==> src/hw/rtl/gmac_pkg.sv <==
// ----------------------------------------------------------------------------
// gmac_pkg
// Types, register codes and the control store for the matrix multiply-
// accumulate block.
// ----------------------------------------------------------------------------
package gmac_pkg;

  localparam int ELEM_W    = 32;
  localparam int DIM_W     = 4;
  localparam int CFG_IDX_W = 3;
  localparam int PC_W      = 4;

  localparam logic [CFG_IDX_W-1:0] REG_ALPHA = 3'd0;
  localparam logic [CFG_IDX_W-1:0] REG_BETA  = 3'd1;
  localparam logic [CFG_IDX_W-1:0] REG_ROWS  = 3'd2;
  localparam logic [CFG_IDX_W-1:0] REG_COLS  = 3'd3;
  localparam logic [CFG_IDX_W-1:0] REG_INNER = 3'd4;

  typedef enum logic [1:0] {
    MODE_LOAD_A = 2'd0,
    MODE_LOAD_B = 2'd1,
    MODE_LOAD_C = 2'd2,
    MODE_RUN    = 2'd3
  } mode_t;

  typedef struct packed {
    mode_t              mode;
    logic [2:0]         row_index;
    logic [2:0]         col_index;
    logic signed [31:0] in_value;
  } in_item_t;

  typedef struct packed {
    logic [2:0]         out_row;
    logic [2:0]         out_col;
    logic signed [31:0] out_value;
    logic               last_of_run;
  } out_item_t;

  typedef struct packed {
    logic [ELEM_W-1:0] alpha;
    logic [ELEM_W-1:0] beta;
    logic [DIM_W-1:0]  rows;
    logic [DIM_W-1:0]  cols;
    logic [DIM_W-1:0]  inner;
  } cfg_t;

  typedef enum logic [2:0] {
    COND_NONE         = 3'd0,
    COND_ALWAYS       = 3'd1,
    COND_IDLE_HOLD    = 3'd2,
    COND_SKIP_INNER   = 3'd3,
    COND_MORE_INNER   = 3'd4,
    COND_OUT_BUSY     = 3'd5,
    COND_MORE_ENTRIES = 3'd6
  } cond_t;

  typedef enum logic [1:0] {
    MUL_NONE    = 2'd0,
    MUL_BETA_C  = 2'd1,
    MUL_ALPHA_B = 2'd2,
    MUL_P_A     = 2'd3
  } mul_sel_t;

  typedef enum logic [1:0] {
    ACC_HOLD = 2'd0,
    ACC_INIT = 2'd1,
    ACC_ADD  = 2'd2
  } acc_op_t;

  typedef enum logic [1:0] {
    L_HOLD  = 2'd0,
    L_CLEAR = 2'd1,
    L_INC   = 2'd2
  } l_op_t;

  typedef struct packed {
    logic            accept;
    cond_t           cond;
    logic [PC_W-1:0] target;
    mul_sel_t        mul;
    acc_op_t         acc;
    l_op_t           lop;
    logic            emit;
  } ctrl_t;

  typedef struct packed {
    logic run_go;
    logic skip_inner;
    logic more_inner;
    logic out_busy;
    logic more_entries;
  } stat_t;

  localparam logic [PC_W-1:0] P_IDLE   = 4'd0;
  localparam logic [PC_W-1:0] P_CRD    = 4'd1;
  localparam logic [PC_W-1:0] P_CMUL   = 4'd2;
  localparam logic [PC_W-1:0] P_CINIT  = 4'd3;
  localparam logic [PC_W-1:0] P_ABRD   = 4'd4;
  localparam logic [PC_W-1:0] P_MUL1   = 4'd5;
  localparam logic [PC_W-1:0] P_MUL2   = 4'd6;
  localparam logic [PC_W-1:0] P_ACC    = 4'd7;
  localparam logic [PC_W-1:0] P_EMIT   = 4'd8;
  localparam logic [PC_W-1:0] P_NEXT   = 4'd9;
  localparam logic [PC_W-1:0] P_FINISH = 4'd10;

  // control store: one word per step, jump taken when cond holds
  function automatic ctrl_t ucode(input logic [PC_W-1:0] pc);
    ctrl_t w;
    w.accept = 1'b0;
    w.cond   = COND_NONE;
    w.target = P_IDLE;
    w.mul    = MUL_NONE;
    w.acc    = ACC_HOLD;
    w.lop    = L_HOLD;
    w.emit   = 1'b0;
    case (pc)
      P_IDLE: begin
        w.accept = 1'b1;
        w.cond   = COND_IDLE_HOLD;
        w.target = P_IDLE;
      end
      P_CRD: begin
        w.lop = L_CLEAR;
      end
      P_CMUL: begin
        w.mul = MUL_BETA_C;
      end
      P_CINIT: begin
        w.acc    = ACC_INIT;
        w.cond   = COND_SKIP_INNER;
        w.target = P_EMIT;
      end
      P_ABRD: begin
        w.cond = COND_NONE;
      end
      P_MUL1: begin
        w.mul = MUL_ALPHA_B;
      end
      P_MUL2: begin
        w.mul = MUL_P_A;
      end
      P_ACC: begin
        w.acc    = ACC_ADD;
        w.lop    = L_INC;
        w.cond   = COND_MORE_INNER;
        w.target = P_ABRD;
      end
      P_EMIT: begin
        w.emit   = 1'b1;
        w.cond   = COND_OUT_BUSY;
        w.target = P_EMIT;
      end
      P_NEXT: begin
        w.cond   = COND_MORE_ENTRIES;
        w.target = P_CRD;
      end
      P_FINISH: begin
        w.cond   = COND_ALWAYS;
        w.target = P_IDLE;
      end
      default: begin
        w.cond   = COND_ALWAYS;
        w.target = P_IDLE;
      end
    endcase
    return w;
  endfunction

endpackage

==> src/hw/rtl/gmac_useq.sv <==
// ----------------------------------------------------------------------------
// gmac_useq
// Microcode sequencer: step counter, control store and jump conditions.
// ----------------------------------------------------------------------------
module gmac_useq (
  input  logic            clk,
  input  logic            rst_n,
  input  gmac_pkg::stat_t stat,
  output gmac_pkg::ctrl_t ctrl
);

  logic [gmac_pkg::PC_W-1:0] pc_r;
  logic [gmac_pkg::PC_W-1:0] pc_nxt;
  logic                      take;

  assign ctrl = gmac_pkg::ucode(pc_r);

  always_comb begin
    case (ctrl.cond)
      gmac_pkg::COND_NONE:         take = 1'b0;
      gmac_pkg::COND_ALWAYS:       take = 1'b1;
      gmac_pkg::COND_IDLE_HOLD:    take = !stat.run_go;
      gmac_pkg::COND_SKIP_INNER:   take = stat.skip_inner;
      gmac_pkg::COND_MORE_INNER:   take = stat.more_inner;
      gmac_pkg::COND_OUT_BUSY:     take = stat.out_busy;
      gmac_pkg::COND_MORE_ENTRIES: take = stat.more_entries;
      default:                     take = 1'b0;
    endcase
    pc_nxt = take ? ctrl.target : pc_r + 1'b1;
  end

  always_ff @(posedge clk) begin
    if (!rst_n) begin
      pc_r <= gmac_pkg::P_IDLE;
    end else begin
      pc_r <= pc_nxt;
    end
  end

  a_run_starts: assert property (@(posedge clk) disable iff (!rst_n)
    stat.run_go |=> pc_r == gmac_pkg::P_CRD)
    else $error("run start did not enter the entry loop");

  a_pc_range: assert property (@(posedge clk) disable iff (!rst_n)
    pc_r <= gmac_pkg::P_FINISH)
    else $error("step counter outside the program");

  a_emit_waits: assert property (@(posedge clk) disable iff (!rst_n)
    (pc_r == gmac_pkg::P_EMIT) && stat.out_busy |=> pc_r == gmac_pkg::P_EMIT)
    else $error("emit step left while output register busy");

endmodule

==> config.mk <==
export PLATFORM = sky130hd
export DESIGN_NAME = gmac_useq
export DESIGN_NICKNAME = d
export VERILOG_FILES = /design/src/hw/rtl/gmac_pkg.sv /design/src/hw/rtl/gmac_useq.sv
export SDC_FILE = /design/constraint.sdc
export NUM_CORES = 1
export LEC_CHECK = 0
export BUFFER_PORTS_ARGS = -buffer_cell sky130_fd_sc_hd__buf_2
export CAP_MARGIN = 0
export CORE_AREA = 5 5 42 44
export CTS_CLUSTER_SIZE = 10
export DETAILED_ROUTE_END_ITERATION = 12
export DIE_AREA = 0 0 47 49
export GPL_ROUTABILITY_DRIVEN = 0
export PLACE_DENSITY = 0.64
export SLEW_MARGIN = 40
export SYNTH_ARGS = -nofsm -noshare
export SYNTH_HDL_FRONTEND = slang
export SYNTH_SLANG_ARGS = --single-unit
==> constraint.sdc <==
create_clock -name clk -period 2.22 [get_ports clk]
set_input_delay 0.333 -clock clk [delete_from_list [all_inputs] [get_ports clk]]
set_output_delay 0.333 -clock clk [all_outputs]
set_load 0.005 [all_outputs]
# Word level (Yosys, flattened, before mapping)
# Cells that the tools add are included.
dict set report word_totals {
  ff_bits 4
  output_inout_bits 15
  input_bits 7
  elab_cells 30
}
dict set report classes {
  n_mux 9
  n_eq_ne 15
  add_sub_neg 1
  n_reduce_logical 4
}
# cell count
set ops {}
lappend ops {{3-bit case mux with 6 select lines} 1}
lappend ops {{4-bit by 3-bit equality test with 1-bit output, second input constant} 4}
lappend ops {{4-bit case mux with 3 select lines} 1}
lappend ops {{3-bit equality test, second input constant} 3}
lappend ops {{4-bit by 2-bit equality test with 1-bit output, second input constant} 2}
lappend ops {{4-bit equality test, second input constant} 2}
lappend ops {{2-bit case mux with 2 select lines} 2}
lappend ops {{3-bit by 2-bit equality test with 1-bit output, second input constant} 2}
lappend ops {{1-bit case mux with 6 select lines} 1}
lappend ops {{2-bit case mux with 3 select lines} 1}
lappend ops {{5-bit OR reduction} 1}
lappend ops {{4-bit by 1-bit adder with 4-bit output, second input constant} 1}
lappend ops {{4-bit by 1-bit equality test with 1-bit output, second input constant} 1}
lappend ops {{4-bit logical NOT} 1}
lappend ops {{4-bit 2-to-1 mux} 1}
lappend ops {{3-bit by 1-bit equality test with 1-bit output, second input constant} 1}
lappend ops {{1-bit 2-to-1 mux} 2}
lappend ops {{2-bit OR reduction} 1}
lappend ops {{1-bit logical NOT} 1}

# Logic depth before layout (Yosys ltp)
dict set report logic_depth {
  word_depth 6
  depth_mapped 7
  ltp_nobuf 7
}

# Least setup slack after synthesis
# Ideal clock, no wire load.
dict set report synth_timing {
  kind {register to register}
  start {register pc_r[0] (netlist name)}
  end {register pc_r[1] (netlist name)}
  stages_incl_launch_ff 8
  setup_ps 116
  required_ps 2104
  path_slack_ps 349
  synth_period_minus_slack_ps 1871
  arrival_ps 1756
  n_path_buf 0
  cell_sequence {dfxtp_1 > inv_1 > ha_1 > nor3_1 > nor3_1 > a22o_1 > a22o_4 > and3_1}
}
# item line
set synth_rtl {}
lappend synth_rtl {{from (decl)} gmac_useq.sv:12} ;# logic [gmac_pkg::PC_W-1:0] pc_r;
lappend synth_rtl {{from (signal assigned)} gmac_useq.sv:34} ;# pc_r <= gmac_pkg::P_IDLE;
lappend synth_rtl {{from (signal assigned)} gmac_useq.sv:36} ;# pc_r <= pc_nxt;

# Final worst setup path
dict set report layout_timing {
  start {register pc_r[0] (netlist name)}
  end {register pc_r[1] (netlist name)}
}
dict set report layout_via {
  elab_chain_len 6
  elab_cells_between_ends 21
  cone_classes {1 x add/sub; 15 x eq/ne; 3 x mux; 2 x reduce/logical}
}
# item line
set layout_rtl {}
lappend layout_rtl {{4-bit by 3-bit equality test with 1-bit output, or another cell as far along} gmac_pkg.sv:117} ;# case (pc)
lappend layout_rtl {{5-bit OR reduction (no source line)} -}
lappend layout_rtl {{3-bit case mux with 6 select lines} gmac_pkg.sv:117}
lappend layout_rtl {{3-bit equality test, or another cell as far along} gmac_useq.sv:19} ;# case (ctrl.cond)
lappend layout_rtl {{1-bit case mux with 6 select lines} gmac_useq.sv:19}
lappend layout_rtl {{4-bit 2-to-1 mux (*)} gmac_useq.sv:29} ;# pc_nxt = take ? ctrl.target : pc_r + 1'b1;
# Every way passes the cells marked *; elsewhere a longest branch is shown, timed or not.
# A chain may end at the register's enable or synchronous reset.

==> impl_metrics.yaml <==
timing:
  fin_hold_ws_ns: 0.400
  rsz0062_at_grt: "no"
  finalCriticalPeriod_ns: 2.04
  setup-tns-final_ns: 0
  fin_skew_ns: 0.00718
  drv_slew: 0
  layout_worst_path_cycle_share_pct: 91.8
  finalHoldViolations: 0
  max_freq_ghz: 0.491
  timing.final.setup_violations: 0
layout:
  synthToLayoutAreaGrowth_pct: 22.2
  fin_area_um2: 572
  largest_register_ff_count: 4
  drive_gt1_share_pct: 32.9
  commonest_non_fill_non_tap_cells_in_the_layout: "sky130_fd_sc_hd__buf_2 (20), sky130_fd_sc_hd__nand2_1 (9), sky130_fd_sc_hd__inv_1 (5), sky130_fd_sc_hd__ha_1 (4), sky130_fd_sc_hd__dfxtp_1 (4)"
  leading_cell_type_in_the_layout_fill_and_taps_excluded: "sky130_fd_sc_hd__buf_2"
  antenna_cells_inserted: 0
  final_layout_net_count: 92
  fin_util_pct: 40.8
  registers.top_by_ff_count: "pc_r"
  layoutNonFillerInstCount: 95
  largest_registers: "pc_r: 4 flops"
hold_path:
  hold_path_depth: 3
  kind_of_path_behind_the_tightest_hold_check: "primary input to flip-flop"
  min_delay_worst_endpoint: "pc_r[2]$_SDFF_PN0_"
  min_delay_src: "rst_n"
cts:
  cts_htree_levels: 1
  cts_setup_buffers: 0
  cts_made_buffers: 3
  numClockSinks: 4
  clkTransAtPathRegs_ns: 0.04
  clk_path_buf_depth: 2
  clock_latency_ns: 0.23
  cts_hold_buf: 0
  cts_root_buf: "sky130_fd_sc_hd__clkbuf_4"
  cts_resized: 0
  clock_tree_from_tritoncts: "done"
grt:
  grt_util_all_layers_pct: 10.4
  number_of_antenna_violations_at_the_first_check_in_global_routing: 0
  grt_start_max_net_pins: 13
  grt_pass1_vias: 413
  gr-total-overflow: 0
  global_route_wire_length_before_repair_mm: 1.79
routing:
  post_drt_wl_per_cell_um: 11.7
  avgViaCountPerCell: 4.75
  antenna_violating_nets_post_route: 0
  dr.pass1.iters: 3
  drc: 0
  detailedRoute.firstIterationViolations: 5
  vias: 451
  wirelength_mm: 1.11
placed_design:
  hpwlAfterDp_um: 893
  portBuffers: 20
  dpl-instance-area_um2: 549
  dpl.cell_count: 92
setup_path:
  worstPathRequired_ns: 2.35
  reg2reg_to: "pc_r[1]$_SDFF_PP0_"
  crit_arrival_ns: 2.17
  crit_path_start_kind: "flip-flop"
  regToRegSetupSlack_ns: 0.18
  r2r.worst_path.cells: 7
  critical_path.max_fanout: 6
  timing_worst_setup_path_type: "flip-flop to flip-flop"
  endpoint_kind: "flip-flop"
  launch_point_of_the_worst_reg_to_reg_path: "pc_r[0]$_SDFF_PN0_"
floorplan:
  core_mm2: 0.00140
  chipWidth_um: 47
  fp.dieH_um: 49
  floorplan.initialDensity_pct: 33.4
  floorplan.die_area_mm2: 0.00230
  boundaryPins: 22
  placementRows: 14
synthesis:
  mappedNetlistNets: 72
  yosys-top-cells-area: "sky130_fd_sc_hd__dfxtp_1 (17%), sky130_fd_sc_hd__ha_1 (11%), sky130_fd_sc_hd__nand2_1 (7.2%)"
  synth_area_um2: 468
  synth.ff_latch_count: 4
  netlist_instances: 61
  syn_avg_cell_area_um2: 7.67
  synth_top_cell_area_share_pct: 17.1
  ys_seq_area_share_pct: 17.1
  synth_enable_flop_cells: 0
  async_flop_share_pct: 0
  synth_cell_type_count: 31
  ys.flop_type: "sky130_fd_sc_hd__dfxtp_1"
  netlist.top_cell.by_area: "sky130_fd_sc_hd__dfxtp_1"
  synth.yosys.warnings: 0
run:
  max_cap_viol_count: 0
status:
  run_status: "finished, final reports clean"
pwr:
  cellPowerDensity_mw_per_mm2: 1120
  peakVddDrop_uv: 598
  p_leak_nw: 0.339
-- per-stage QoR --
| stage | worst slack [ns] | total power, mW |
|---|---|---|
| after detailed placement | 0.206 | 0.551 |
| after floorplan | 0.349 | 0.438 |
| after global routing | 0.0330 | 0.703 |
| final | 0.182 | 0.639 |
| after global placement | 0.203 | 0.548 |
| after CTS | 0.184 | 0.646 |
-- routing by layer --
metal,vias to the layer above,global-route usage [%],share of wire (%)
li1,239,-,-
met5,-,0,0
met3,0,5.17,9.7
met1,197,13.2,46
met4,0,3.69,0
met2,15,14.7,45
-- synthesized netlist by cell type (2+ instances only) --
library cell,number
sky130_fd_sc_hd__nand2_1,9
sky130_fd_sc_hd__inv_1,5
sky130_fd_sc_hd__dfxtp_1,4
sky130_fd_sc_hd__ha_1,4
sky130_fd_sc_hd__and2_1,3
sky130_fd_sc_hd__buf_4,3
sky130_fd_sc_hd__mux2i_1,3
sky130_fd_sc_hd__nor3_1,3
sky130_fd_sc_hd__nand3_1,2
sky130_fd_sc_hd__nor2_1,2
sky130_fd_sc_hd__nor2b_1,2
sky130_fd_sc_hd__o21ai_0,2
-- final cells by class --
class	instances	area [um2]
sequential	4	80.1
timing repair buffer	20	100
multi-input combinational	47	330
inverter	5	18.8
fill	156	830
clock buffer	3	22.5
tap	16	20.0
-- worst max path at each step --
| stage | startpoint | endpoint | cells after the start |
|---|---|---|---|
| 6_report | pc_r[0]$_SDFF_PN0_ | pc_r[1]$_SDFF_PP0_ | 7 |
| 3_5_place_dp | pc_r[0]$_SDFF_PN0_ | pc_r[1]$_SDFF_PP0_ | 7 |
| 3_3_place_gp | pc_r[0]$_SDFF_PN0_ | pc_r[1]$_SDFF_PP0_ | 7 |
| 2_1_floorplan | pc_r[0]$_SDFF_PN0_ | pc_r[1]$_SDFF_PP0_ | 7 |
| 4_1_cts | pc_r[0]$_SDFF_PN0_ | pc_r[1]$_SDFF_PP0_ | 7 |
| 5_1_grt | pc_r[0]$_SDFF_PN0_ | pc_r[1]$_SDFF_PP0_ | 7 |
-- report_power, final --
group	internal [mW]	switching, mW
clock network	0.0604	0.0289
logic	0.231	0.206
registers	0.0900	0.0220
-- worst max-delay path, stage by stage, from the launching register on --
cell                      delay, ns
sky130_fd_sc_hd__dfxtp_1       0.37
sky130_fd_sc_hd__inv_1         0.09
sky130_fd_sc_hd__ha_1          0.26
sky130_fd_sc_hd__nor3_1        0.40
sky130_fd_sc_hd__nor3_1        0.12
sky130_fd_sc_hd__a22o_1        0.27
sky130_fd_sc_hd__a22o_4        0.25
sky130_fd_sc_hd__and3_1        0.17
-- cells by family (layout without fill, tap and decap cells) --
logic type      after synthesis  in the layout  share of synthesized area (%)
compound gates                8              8                           14.4
xor+xnor                      2              2                           3.74
fa+ha+maj                     4              4                           10.7
buf+inv                      10             28                           12.3
flops                         4              4                           17.1
mux                           3              3                           6.42
other cells                   1              1                          0.801
simple gates                 29             29                           34.5
Note: power is estimated with default switching activity, not from simulation.
